## src/sv/cfpp_pkg.sv

```systemverilog
`timescale 1ns / 1ps
`default_nettype none
// ----------------------------------------------------------------------------
// cfpp_pkg
// Shared types, codes and helpers of the class file constant pool parser.
// ----------------------------------------------------------------------------
package cfpp_pkg;

    localparam int S_TDATA_W = 8;
    localparam int M_TDATA_W = 152;
    localparam int M_TUSER_W = 3;
    localparam int CFG_W     = 16;

    localparam logic [31:0] MAGIC_WORD      = 32'hCAFE_BABE;
    localparam logic [15:0] MAJOR_BASE      = 16'd45;
    localparam logic [15:0] MAJOR_STRICT    = 16'd46;
    localparam logic [15:0] MAX_MAJOR_RESET = 16'd52;

    typedef enum logic [2:0] {
        PH_MAGIC   = 3'd0,
        PH_VERSION = 3'd1,
        PH_COUNT   = 3'd2,
        PH_TAG     = 3'd3,
        PH_BODY    = 3'd4,
        PH_TEXT    = 3'd5,
        PH_DONE    = 3'd6,
        PH_ERROR   = 3'd7
    } phase_t;

    localparam logic [2:0] KIND_ENTRY       = 3'd0;
    localparam logic [2:0] KIND_UTF8        = 3'd1;
    localparam logic [2:0] KIND_BAD_MAGIC   = 3'd2;
    localparam logic [2:0] KIND_BAD_VERSION = 3'd3;
    localparam logic [2:0] KIND_BAD_TAG     = 3'd4;
    localparam logic [2:0] KIND_EMPTY_POOL  = 3'd5;

    localparam logic [7:0] TAG_UTF8          = 8'd1;
    localparam logic [7:0] TAG_INTEGER       = 8'd3;
    localparam logic [7:0] TAG_FLOAT         = 8'd4;
    localparam logic [7:0] TAG_LONG          = 8'd5;
    localparam logic [7:0] TAG_DOUBLE        = 8'd6;
    localparam logic [7:0] TAG_CLASS         = 8'd7;
    localparam logic [7:0] TAG_STRING        = 8'd8;
    localparam logic [7:0] TAG_FIELD_REF     = 8'd9;
    localparam logic [7:0] TAG_METHOD_REF    = 8'd10;
    localparam logic [7:0] TAG_IFACE_REF     = 8'd11;
    localparam logic [7:0] TAG_NAME_AND_TYPE = 8'd12;
    localparam logic [7:0] TAG_METHOD_HANDLE = 8'd15;
    localparam logic [7:0] TAG_METHOD_TYPE   = 8'd16;
    localparam logic [7:0] TAG_INVOKE_DYN    = 8'd18;

    typedef struct packed {
        logic [7:0] byte_value;
        logic       first_byte;
    } in_word_t;

    typedef struct packed {
        logic [2:0]  result_kind;
        logic [15:0] entry_index;
        logic [7:0]  entry_tag;
        logic [15:0] first_index;
        logic [15:0] second_index;
        logic [63:0] constant_value;
        logic [7:0]  text_byte;
        logic [15:0] text_offset;
        logic        entry_end;
        logic        pool_done;
    } result_t;

    function automatic logic [3:0] body_length(input logic [7:0] tag);
        logic [3:0] len;
        case (tag)
            TAG_UTF8, TAG_CLASS, TAG_STRING, TAG_METHOD_TYPE: len = 4'd2;
            TAG_METHOD_HANDLE: len = 4'd3;
            TAG_INTEGER, TAG_FLOAT, TAG_FIELD_REF, TAG_METHOD_REF, TAG_IFACE_REF,
            TAG_NAME_AND_TYPE, TAG_INVOKE_DYN: len = 4'd4;
            TAG_LONG, TAG_DOUBLE: len = 4'd8;
            default: len = 4'd0;
        endcase
        return len;
    endfunction

endpackage
`default_nettype wire

```

## src/sv/cfpp_core.sv

```systemverilog
`timescale 1ns / 1ps
`default_nettype none
// ----------------------------------------------------------------------------
// cfpp_core
// Parse state and per-byte decode: magic, version, pool count, entries.
// ----------------------------------------------------------------------------
module cfpp_core (
    input  wire logic              aclk,
    input  wire logic              aresetn,
    input  wire logic              step,
    input  wire cfpp_pkg::in_word_t in_word,
    input  wire logic [15:0]       max_major,
    output logic                   res_valid,
    output cfpp_pkg::result_t      res
);

    cfpp_pkg::phase_t phase_reg, phase_next;
    logic [3:0]  cnt_reg, cnt_next;
    logic [15:0] slot_reg, slot_next;
    logic [15:0] pool_reg, pool_next;
    logic [7:0]  tag_reg, tag_next;
    logic [63:0] acc_reg, acc_next;
    logic [15:0] tlen_reg, tlen_next;
    logic [15:0] tpos_reg, tpos_next;
    logic [15:0] minor_reg, minor_next;

    always_ff @(posedge aclk) begin
        if (!aresetn) begin
            phase_reg <= cfpp_pkg::PH_MAGIC;
            cnt_reg   <= '0;
            slot_reg  <= 16'd1;
            pool_reg  <= '0;
            tag_reg   <= '0;
            acc_reg   <= '0;
            tlen_reg  <= '0;
            tpos_reg  <= '0;
            minor_reg <= '0;
        end else if (step) begin
            phase_reg <= phase_next;
            cnt_reg   <= cnt_next;
            slot_reg  <= slot_next;
            pool_reg  <= pool_next;
            tag_reg   <= tag_next;
            acc_reg   <= acc_next;
            tlen_reg  <= tlen_next;
            tpos_reg  <= tpos_next;
            minor_reg <= minor_next;
        end
    end

    always_comb begin
        cfpp_pkg::phase_t c_phase;
        logic [3:0]  c_cnt;
        logic [15:0] c_slot;
        logic [15:0] c_pool;
        logic [7:0]  c_tag;
        logic [63:0] c_acc;
        logic [15:0] c_tlen;
        logic [15:0] c_tpos;
        logic [15:0] c_minor;
        logic [7:0]  b;
        logic [3:0]  cnt_inc;
        logic [31:0] acc32;
        logic [63:0] acc64;
        logic [15:0] pool_sh;
        logic [15:0] major;
        logic [16:0] fin_slot;
        logic        fin_last;
        logic        finish;

        b = in_word.byte_value;
        if (in_word.first_byte) begin
            c_phase = cfpp_pkg::PH_MAGIC;
            c_cnt   = '0;
            c_slot  = 16'd1;
            c_pool  = '0;
            c_tag   = '0;
            c_acc   = '0;
            c_tlen  = '0;
            c_tpos  = '0;
            c_minor = '0;
        end else begin
            c_phase = phase_reg;
            c_cnt   = cnt_reg;
            c_slot  = slot_reg;
            c_pool  = pool_reg;
            c_tag   = tag_reg;
            c_acc   = acc_reg;
            c_tlen  = tlen_reg;
            c_tpos  = tpos_reg;
            c_minor = minor_reg;
        end

        cnt_inc  = c_cnt + 4'd1;
        acc32    = {c_acc[23:0], b};
        acc64    = {c_acc[55:0], b};
        pool_sh  = {c_pool[7:0], b};
        major    = acc32[15:0];
        fin_slot = {1'b0, c_slot} + ((c_tag inside {cfpp_pkg::TAG_LONG, cfpp_pkg::TAG_DOUBLE})
                   ? 17'd2 : 17'd1);
        fin_last = fin_slot >= {1'b0, c_pool};
        finish   = 1'b0;

        phase_next = c_phase;
        cnt_next   = c_cnt;
        slot_next  = c_slot;
        pool_next  = c_pool;
        tag_next   = c_tag;
        acc_next   = c_acc;
        tlen_next  = c_tlen;
        tpos_next  = c_tpos;
        minor_next = c_minor;
        res_valid  = 1'b0;
        res        = '0;

        case (c_phase)
            cfpp_pkg::PH_MAGIC: begin
                acc_next = {32'd0, acc32};
                cnt_next = cnt_inc;
                if (cnt_inc == 4'd4) begin
                    cnt_next = '0;
                    if (acc32 != cfpp_pkg::MAGIC_WORD) begin
                        res_valid          = 1'b1;
                        res.result_kind    = cfpp_pkg::KIND_BAD_MAGIC;
                        res.constant_value = {32'd0, acc32};
                        phase_next         = cfpp_pkg::PH_ERROR;
                    end else begin
                        acc_next   = '0;
                        phase_next = cfpp_pkg::PH_VERSION;
                    end
                end
            end
            cfpp_pkg::PH_VERSION: begin
                acc_next = {32'd0, acc32};
                cnt_next = cnt_inc;
                if (cnt_inc == 4'd2) begin
                    minor_next = acc32[15:0];
                end
                if (cnt_inc == 4'd4) begin
                    cnt_next = '0;
                    if (major == cfpp_pkg::MAJOR_BASE ||
                        (major >= cfpp_pkg::MAJOR_STRICT && major <= max_major &&
                         c_minor == 16'd0)) begin
                        acc_next   = '0;
                        phase_next = cfpp_pkg::PH_COUNT;
                    end else begin
                        res_valid          = 1'b1;
                        res.result_kind    = cfpp_pkg::KIND_BAD_VERSION;
                        res.constant_value = {32'd0, acc32};
                        phase_next         = cfpp_pkg::PH_ERROR;
                    end
                end
            end
            cfpp_pkg::PH_COUNT: begin
                pool_next = pool_sh;
                cnt_next  = cnt_inc;
                if (cnt_inc == 4'd2) begin
                    cnt_next = '0;
                    if (pool_sh <= 16'd1) begin
                        res_valid       = 1'b1;
                        res.result_kind = cfpp_pkg::KIND_EMPTY_POOL;
                        res.pool_done   = 1'b1;
                        phase_next      = cfpp_pkg::PH_DONE;
                    end else begin
                        slot_next  = 16'd1;
                        phase_next = cfpp_pkg::PH_TAG;
                    end
                end
            end
            cfpp_pkg::PH_TAG: begin
                tag_next = b;
                if (cfpp_pkg::body_length(b) == 4'd0) begin
                    res_valid       = 1'b1;
                    res.result_kind = cfpp_pkg::KIND_BAD_TAG;
                    res.entry_index = c_slot;
                    res.entry_tag   = b;
                    phase_next      = cfpp_pkg::PH_ERROR;
                end else begin
                    acc_next   = '0;
                    cnt_next   = '0;
                    phase_next = cfpp_pkg::PH_BODY;
                end
            end
            cfpp_pkg::PH_BODY: begin
                acc_next = acc64;
                cnt_next = cnt_inc;
                if (cnt_inc >= cfpp_pkg::body_length(c_tag)) begin
                    cnt_next        = '0;
                    res.entry_index = c_slot;
                    res.entry_tag   = c_tag;
                    res.result_kind = cfpp_pkg::KIND_ENTRY;
                    finish          = 1'b1;
                    if (c_tag == cfpp_pkg::TAG_UTF8) begin
                        tlen_next = acc64[15:0];
                        tpos_next = '0;
                        if (acc64[15:0] != 16'd0) begin
                            finish     = 1'b0;
                            phase_next = cfpp_pkg::PH_TEXT;
                        end
                    end else if (c_tag inside {cfpp_pkg::TAG_INTEGER, cfpp_pkg::TAG_FLOAT,
                                               cfpp_pkg::TAG_LONG, cfpp_pkg::TAG_DOUBLE}) begin
                        res.constant_value = acc64;
                    end else if (c_tag inside {cfpp_pkg::TAG_CLASS,
                                               cfpp_pkg::TAG_STRING}) begin
                        res.first_index = acc64[15:0];
                    end else if (c_tag == cfpp_pkg::TAG_METHOD_TYPE) begin
                        res.second_index = acc64[15:0];
                    end else begin
                        res.first_index  = (c_tag == cfpp_pkg::TAG_METHOD_HANDLE)
                                           ? {8'd0, acc64[23:16]} : acc64[31:16];
                        res.second_index = acc64[15:0];
                    end
                    res_valid = finish;
                end
            end
            cfpp_pkg::PH_TEXT: begin
                res_valid       = 1'b1;
                res.result_kind = cfpp_pkg::KIND_UTF8;
                res.entry_index = c_slot;
                res.entry_tag   = c_tag;
                res.text_byte   = b;
                res.text_offset = c_tpos;
                tpos_next       = c_tpos + 16'd1;
                finish          = (c_tpos + 16'd1) == c_tlen;
            end
            default: begin
            end
        endcase

        if (finish) begin
            res.entry_end = 1'b1;
            slot_next     = fin_slot[15:0];
            if (fin_last) begin
                res.pool_done = 1'b1;
                phase_next    = cfpp_pkg::PH_DONE;
            end else begin
                phase_next = cfpp_pkg::PH_TAG;
            end
        end
    end

endmodule
`default_nettype wire

```

## src/sv/class_file_constant_pool_parser.sv

```systemverilog
`timescale 1ns / 1ps
`default_nettype none
// ----------------------------------------------------------------------------
// class_file_constant_pool_parser
// Streams a class file byte by byte and reports constant pool entries.
//
// s_ channel: one class file byte per word; s_tuser marks the first byte of a
// file and restarts the parse. m_ channel: at most one result word per byte,
// an entry, a UTF-8 content byte, an empty pool or an error; m_tlast marks
// the pool end. cfg_ channel: writes the highest accepted major version;
// the user must write it only when idle; the block does not enforce this;
// cfg_ready is always high. Throughput is one byte per cycle while the output
// is not stalled: a byte is registered, decoded in one pass against the parse
// state, and its result lands in the output register on its way to m_tvalid.
// While m_tready is low the result holds and at most one more byte is taken
// into the input register; the upstream then stalls, nothing is dropped.
// Reset clears the valid flags of both registers and the parse state and sets
// the version limit to 52; bytes are accepted as soon as reset is released.
// After an error or the pool end further bytes give no result until restart.
// ----------------------------------------------------------------------------
module class_file_constant_pool_parser (
    input  wire logic                             aclk,
    input  wire logic                             aresetn,
    input  wire logic                             s_tvalid,
    output logic                                  s_tready,
    input  wire logic [cfpp_pkg::S_TDATA_W-1:0]   s_tdata,  // byte_value
    input  wire logic                             s_tuser,  // first_byte
    output logic                                  m_tvalid,
    input  wire logic                             m_tready,
    // entry_index, entry_tag, first_index, second_index, constant_value,
    // text_byte, text_offset, entry_end, zero fill
    output logic [cfpp_pkg::M_TDATA_W-1:0]        m_tdata,
    output logic [cfpp_pkg::M_TUSER_W-1:0]        m_tuser,  // result_kind
    output logic                                  m_tlast,  // pool_done
    input  wire logic                             cfg_valid,
    output logic                                  cfg_ready,
    input  wire logic [cfpp_pkg::CFG_W-1:0]       cfg_data  // max_major_version
);

    logic               in_valid_reg, in_valid_next;
    cfpp_pkg::in_word_t in_word_reg;
    logic               m_tvalid_reg, m_tvalid_next;
    cfpp_pkg::result_t  res_reg;
    logic [15:0]        max_major_reg;
    logic               out_free;
    logic               advance;
    logic               res_valid;
    cfpp_pkg::result_t  res;

    assign out_free  = !m_tvalid_reg || m_tready;
    assign advance   = in_valid_reg && out_free;
    assign s_tready  = !in_valid_reg || advance;
    assign cfg_ready = 1'b1;

    always_comb begin
        in_valid_next = in_valid_reg;
        if (s_tready) begin
            in_valid_next = s_tvalid;
        end
        m_tvalid_next = m_tvalid_reg;
        if (advance) begin
            m_tvalid_next = res_valid;
        end else if (m_tready) begin
            m_tvalid_next = 1'b0;
        end
    end

    always_ff @(posedge aclk) begin
        if (!aresetn) begin
            in_valid_reg  <= 1'b0;
            m_tvalid_reg  <= 1'b0;
            max_major_reg <= cfpp_pkg::MAX_MAJOR_RESET;
        end else begin
            in_valid_reg <= in_valid_next;
            m_tvalid_reg <= m_tvalid_next;
            if (cfg_valid) begin
                max_major_reg <= cfg_data;
            end
        end
    end

    always_ff @(posedge aclk) begin
        if (s_tready) begin
            in_word_reg.byte_value <= s_tdata;
            in_word_reg.first_byte <= s_tuser;
        end
        if (advance) begin
            res_reg <= res;
        end
    end

    cfpp_core u_core (
        .aclk      (aclk),
        .aresetn   (aresetn),
        .step      (advance),
        .in_word   (in_word_reg),
        .max_major (max_major_reg),
        .res_valid (res_valid),
        .res       (res)
    );

    assign m_tvalid = m_tvalid_reg;
    assign m_tuser  = res_reg.result_kind;
    assign m_tlast  = res_reg.pool_done;
    assign m_tdata  = {7'd0, res_reg.entry_end, res_reg.text_offset, res_reg.text_byte,
                       res_reg.constant_value, res_reg.second_index, res_reg.first_index,
                       res_reg.entry_tag, res_reg.entry_index};

endmodule
`default_nettype wire

```

## config.mk

```make
export PLATFORM = sky130hd
export DESIGN_NAME = class_file_constant_pool_parser
export DESIGN_NICKNAME = d
export VERILOG_FILES = /design/src/sv/cfpp_pkg.sv /design/src/sv/cfpp_core.sv /design/src/sv/class_file_constant_pool_parser.sv
export SDC_FILE = /design/constraint.sdc
export NUM_CORES = 1
export LEC_CHECK = 0
export ABC_CLOCK_PERIOD_IN_PS = 18300
export BUFFER_PORTS_ARGS = -buffer_cell sky130_fd_sc_hd__buf_2
export CAP_MARGIN = 20
export CORE_AREA = 8 8 182 184
export DETAILED_ROUTE_END_ITERATION = 10
export DIE_AREA = 0 0 190 192
export PLACE_DENSITY_LB_ADDON = 0.12
export SKIP_CTS_REPAIR_TIMING = 1
export SYNTH_ARGS = -nofsm -noshare
export SYNTH_HDL_FRONTEND = slang
export SYNTH_HIERARCHICAL = 1
export SYNTH_SLANG_ARGS = --single-unit
```

## constraint.sdc

```tcl
create_clock -name aclk -period 18.3 [get_ports aclk]
set_input_delay 2.745 -clock aclk [delete_from_list [all_inputs] [get_ports aclk]]
set_output_delay 2.745 -clock aclk [all_outputs]
set_load 0.02 [all_outputs]
```

==> impl_metrics.csv, run 1 <==
group,metric,value,unit
worst_setup_path,required,15.55,ns
sta,finalMaxSlewViolations,0,
sta,setup_viol,0,
placement,gp_congestion,0.864,
detailed_routing,dr_total_vias,11400,
power_and_ir_drop,vdd_drop_max,76.2,uV
detailed_routing,drt-pass1-iter-count,6,
sta,final.min_clock_period,6.31,ns
worst_setup_path,critPathArrivalTime,3.56,ns
cts,cts.htree.levels,2,
placement,io_buffers,180,
sta,whs,0.471,ns
worst_setup_path,crit_fanout,11,
synthesis,synthArstFlopShare,0,%
synthesis,yosys.area.top_type,"edfxtp_1",
global_routing,grt_antenna_before_repair,0,
sta,grt_setup_unrepaired,"false",
synthesis,netlist_area,14900,um^2
layout,syn_to_final_growth,15.2,%
die,die-area,36500,um^2
die,start_util,49.5,%
global_routing,grt_pass1_vias,11000,
layout,n_fill_cell,2618,
global_routing,grt_start_max_net_pins,93,
global_routing,grt_pass1_wl,61500,um
detailed_routing,route.detailed.drc,0,
worst_setup_path,critPathLaunchType,"primary input",
cts,cts_made_buffers,35,
sta,tightest_slew,1.13,ns
synthesis,synth_top_area_share,31.7,%
sta,fin_crit_sh,34.5,%
detailed_routing,viasPerCell,5.71,
layout,diodes,0,
cts,cts_tree,"built",
synthesis,ys_ff_latch,327,
sta,fin_tns_setup,0,ns
power_and_ir_drop,p_total,0.00157,W
die,die_w,190,um
detailed_routing,drt_iter0_drc,1021,
sta,fmax,159,MHz
cts,clk_pin_slew,0.06,ns
detailed_routing,wl_per_cell,19.6,um
detailed_routing,routed_wl,39400,um
placement,dp_hpwl,26400,um
synthesis,synthCells,1443,
detailed_routing,ant_nets,0,
synthesis,synth_top_flop_cell,"dfxtp_1",
sta,finalHoldViolations,0,
die,coreArea,30200,um^2
layout,largest_reg_flops,145,
outcome,status,"complete, no violations",
global_routing,gr-usage-all-layers,20.9,%
power_and_ir_drop,power_density,91.2,nW/um^2
cts,cts_root_buffer,"clkbuf_16",
power_and_ir_drop,leakage,6.62,nW
cts,clock_path_buffers,3,
worst_hold_path,holdCritPathClass,"reg2reg",
worst_setup_path,critPathCaptureType,"output port",
sta,fin_skew,0.0138,ns
cts,clk_latency,0.51,ns
synthesis,yosysWarnings,6,
global_routing,overflow,0,
layout,final_nets,1660,
cts,clkSinkCount,327,
synthesis,yosys-top-cells-area,"edfxtp_1 32%, dfxtp_1 23%, a22oi_1 6.8%",
synthesis,synth.yosys.seq_area_share,54.4,%
synthesis,synth.distinct_cells,86,
layout,drive_gt1_share,17.3,%
flow_run,drv_cap,0,
die,die_y,192,um
worst_setup_path,critPathKind,"in2out",
die,rows,64,
synthesis,synth_edf_count,158,
die,io_pins,189,
sta,slew-limit-headroom,23.9,%
synthesis,syn-mean-instance-area,10.4,um^2
## power breakdown
| part | switching, W | internal, W | leakage, nW |
|---|---|---|---|
| registers | 0.0000145 | 0.000782 | 2.88 |
| logic | 0.0000684 | 0.0000277 | 3.20 |
| clock network | 0.000279 | 0.000399 | 0.532 |
| total | 0.000362 | 0.00121 | 6.62 |
## metrics by stage
step | area [um^2] | cells | utilization (%) | setup slack, ns
final | 17200 | 2004 | 57.0 | 11.99
after detailed placement | 16100 | 1938 | 53.2 | 11.85
after floorplan | 15000 | 1449 | - | 10.44
after CTS | 17200 | 2000 | 56.8 | 11.99
after global routing | 17200 | 2004 | 57.0 | 11.92
after global placement | 16000 | 1937 | 53.2 | 11.95
## cell usage in the layout, fill, tap and decap left out, drive strengths merged, types with 3 or more instances in the layout
cell type    n
ha          46
nor3        20
or3          5
a41oi        3
xnor2       17
a31o         3
nand2       70
inv         38
nand4b       5
or4          3
dfxtp      169
clkinv      11
a21boi       3
conb         8
xor2        19
a21o         8
and4         5
or2          6
and3        23
a211oi       4
a21oi       44
nand3b       9
a31oi       11
o21ai       43
a22oi      135
o211ai       4
o31ai        3
nand3       24
nor2       207
nor2b       42
nor3b        5
a22o        20
nand2b      13
nor4        17
nand4       20
clkbuf      47
buf        199
mux2i       18
edfxtp     158
and2        87
## logic make-up (layout without fill, tap and decap cells)
kind of cell,after synthesis,count (layout),synth area share [%]
buffers and inverters,140,299,3.97
AND/OR/NAND/NOR,565,565,19.8
multiplexers,19,19,1.28
flip-flops,327,327,54.4
AO/OA/AOI/OAI,307,307,14.4
other,2,8,0.0502
adder cells (fa/ha/maj),47,47,3.98
XOR/XNOR,36,36,2.11
## worst max-delay path, cell delays in order
cell and delay, ns:
buf_2 0.10, nand3b_1 0.41, buf_2 0.30
## final timing paths
path	from	to	slack (ns)	cells after the start
max reg2reg	in_word_reg[0]	u_core/phase_reg[2]	12.93	17
min	u_core/slot_reg[0]	u_core/slot_reg[0]	0.47	2
min reg2reg	u_core/slot_reg[0]	u_core/slot_reg[0]	0.47	2
max	m_tready	s_tready	11.99	3
## synthesized netlist by cell type (all sizes together), types with 4 or more instances
cell type,count
and2,87
nor4,17
and3,23
nand4,20
a21oi,44
mux2i,18
nor2,207
nand2,70
nor3b,5
and4,5
edfxtp,158
o21ai,43
xor2,19
nand4b,5
a211oi,4
nand3,24
o211ai,4
buf,23
ha,46
or2,6
nand2b,13
inv,38
dfxtp,169
clkbuf,79
a22oi,135
xnor2,17
a22o,20
a21o,8
a31oi,11
nor3,20
nand3b,9
nor2b,42
or3,5
## routing by layer
metal	up-vias	track usage (%)	share of wire, %
met2	452	32.5	45
li1	5479	-	-
met4	0	5.08	1.7
met1	5466	29.5	46
met5	-	0	0
met3	49	4.45	8.1
## cell type report
cell class | instances | area, um^2 | area share, %
Clock buffer | 47 | 962 | 5.59
Multi-Input combinational cell | 982 | 6270 | 36.4
Timing Repair Buffer | 199 | 1070 | 6.24
Inverter | 38 | 144 | 0.836
Tap cell | 396 | 495 | 2.88
Clock inverter | 15 | 139 | 0.807
Sequential cell | 327 | 8130 | 47.2
(Power assumes the default switching activity.)
==> inputs of run 2 (changes only) <==
ABC_CLOCK_PERIOD_IN_PS = 6300   (was 18300)
clock period = 6.3 ns   (was 18.3 ns; I/O delays follow)
==> run 2 against run 1 <==
  * Die area unchanged
  * Setup slack got worse by 11 ns
  * Final cell count about the same
  * Non-clock buffer count increased by 1
  * Global-route usage increased by 0.23 points
  * Worst hold slack got worse by 0.0046 ns
  * Register-to-register slack got worse by 11 ns
  * Combinational power increased to 2.9 times the previous value
  * Sequential power increased to 2.9 times the previous value
  * Critical path depth increased by 14
  * Via count increased by 0.74%
  * Clock power increased to 2.9 times the previous value
  * Critical path type is now reg2reg
  * Highest routed layer unchanged
==> impl_metrics.csv, run 2 (synthesis gave the netlist of run 1 again) <==
group,metric,value,unit
outcome,status,"complete, no violations",
cts,clkSinkCount,327,
worst_hold_path,holdCritPathClass,"reg2reg",
detailed_routing,routed_wl,39700,um
sta,setup_viol,0,
worst_setup_path,critPathCaptureType,"flip-flop",
detailed_routing,ant_nets,0,
layout,final_common_cell,"nor2_1",
global_routing,overflow,0,
detailed_routing,drt-pass1-iter-count,5,
power_and_ir_drop,leakage,6.63,nW
cts,cts_made_buffers,35,
global_routing,gr-usage-all-layers,21.2,%
sta,fin_crit_sh,76.5,%
placement,dp_hpwl,26800,um
detailed_routing,viasPerCell,5.75,
worst_setup_path,critPathArrivalTime,5.23,ns
power_and_ir_drop,swShare,23.1,%
worst_setup_path,worst_path_max_delay_cell,"or4_4",
worst_setup_path,critPathKind,"reg2reg",
die,start_util,49.5,%
power_and_ir_drop,pwr-share-seq,50.3,%
worst_setup_path,required,6.71,ns
die,io_pins,189,
worst_setup_path,cp_cell_sequence,"or4_4 > nor3_4 > nand3_1 > fa_1 > nand3b_1 > nor2_1 > and4_1 > nor3b_1 > nand3_1 > xor2_1 > nor2_1 > ha_1 > nor2b_1 > o21ai_0 > o211ai_1 > or3b_1 > o2111a_1",
die,die_w,190,um
cts,clk_pin_slew,0.06,ns
power_and_ir_drop,power_density,267,nW/um^2
cts,cts.htree.levels,2,
detailed_routing,drt_iter0_drc,1127,
sta,fmax,207,MHz
sta,fin_tns_setup,0,ns
cts,clk_latency,0.52,ns
cts,clock_path_buffers,3,
die,coreArea,30200,um^2
power_and_ir_drop,p_total,0.00459,W
sta,tightest_slew,1.17,ns
sta,fin_skew,0.0163,ns
detailed_routing,route.detailed.drc,0,
power_and_ir_drop,p_sw,0.00106,W
worst_setup_path,critPathLaunchType,"flip-flop",
placement,gp_congestion,0.894,
die,rows,64,
sta,grt_setup_unrepaired,"false",
layout,drive_gt1_share,17.4,%
sta,finalMaxSlewViolations,0,
detailed_routing,wl_per_cell,19.8,um
power_and_ir_drop,comb_power_share,6.1,%
global_routing,grt_antenna_before_repair,0,
cts,cts_root_buffer,"clkbuf_16",
sta,slew-limit-headroom,21.8,%
global_routing,grt_pass1_wl,62300,um
layout,diodes,0,
worst_setup_path,max_stage_delay,0.58,ns
sta,finalHoldViolations,0,
layout,largest_reg_flops,145,
die,die-area,36500,um^2
cts,cts_tree,"built",
global_routing,grt_start_max_net_pins,92,
layout,mostFrequentLayoutCells,"207 x nor2_1, 180 x buf_2, 169 x dfxtp_1, 158 x edfxtp_1, 135 x a22oi_1",
worst_setup_path,crit_fanout,5,
flow_run,drv_cap,0,
placement,io_buffers,180,
layout,syn_to_final_growth,15.3,%
power_and_ir_drop,vdd_drop_max,226,uV
detailed_routing,dr_total_vias,11500,
power_and_ir_drop,clkPwrFrac,43.6,%
layout,final_nets,1661,
global_routing,grt_pass1_vias,10900,
sta,final.min_clock_period,4.82,ns
die,die_y,192,um
power_and_ir_drop,p_int,0.00353,W
run 2: cell count changes in the layout (fill, tap and decap cells not counted), sizes merged:
cell and change:
clkinv +4, clkinvlp -1, inv -1
run 2: stage by stage:
stage / util [%] / cell area (um^2) / std cells / setup slack [ns] / hold slack [ns]
after global placement: 53.2 / 16100 / 1939 / 1.66 / 0.452
after detailed placement: 53.3 / 16100 / 1940 / 1.51 / 0.459
after global routing: 57.1 / 17200 / 2006 / 1.16 / 0.498
after floorplan: - / 15000 / 1449 / 0.235 / 0.441
final: 57.1 / 17200 / 2006 / 1.48 / 0.466
after CTS: 57.0 / 17200 / 2003 / 1.47 / 0.474
run 2: power by group through the flow:
stage	sequential, W	clock [W]	combinational [W]
floorplan	0.00239	0	0.000152
global placement	0.00235	0	0.000277
detailed placement	0.00236	0	0.000281
CTS	0.00231	0.00204	0.000282
global route	0.00231	0.00214	0.000307
finish	0.00231	0.00200	0.000282
run 2: area by class of cell:
class                      count  area, um^2
clock buffer                  46         978
clock inverter                17         149
fill                        2632       13000
inverter                      38         144
multi-input combinational    982        6280
sequential                   327        8130
tap                          396         495
timing repair buffer         200        1050
run 2: worst paths after layout:
check	to	start	slack, ns	depth (start not counted)
min reg2reg	max_major_reg[5]	max_major_reg[5]	0.47	2
max reg2reg	u_core/phase_reg[2]	u_core/tag_reg[7]	1.48	17
min	max_major_reg[5]	max_major_reg[5]	0.47	2
max	u_core/phase_reg[2]	u_core/tag_reg[7]	1.48	17
run 2: per-layer routing:
| layer | track usage (%) | vias up | routed length, um |
|---|---|---|---|
| li1 | - | 5489 | - |
| met3 | 4.18 | 55 | 3430 |
| met5 | 0 | - | 0 |
| met1 | 30.8 | 5480 | 18100 |
| met4 | 5.41 | 0 | 683 |
| met2 | 31.8 | 507 | 17500 |
run 2: critical path: cells and delay by family (launching register included):
family | cells | cell delay, ns
AOI/OAI and AO/OA | 3 | 0.40
xor gates and xnor gates | 1 | 0.17
adders and majority gates | 2 | 0.75
DFF | 1 | 0.33
and+or+nand+nor | 11 | 3.06
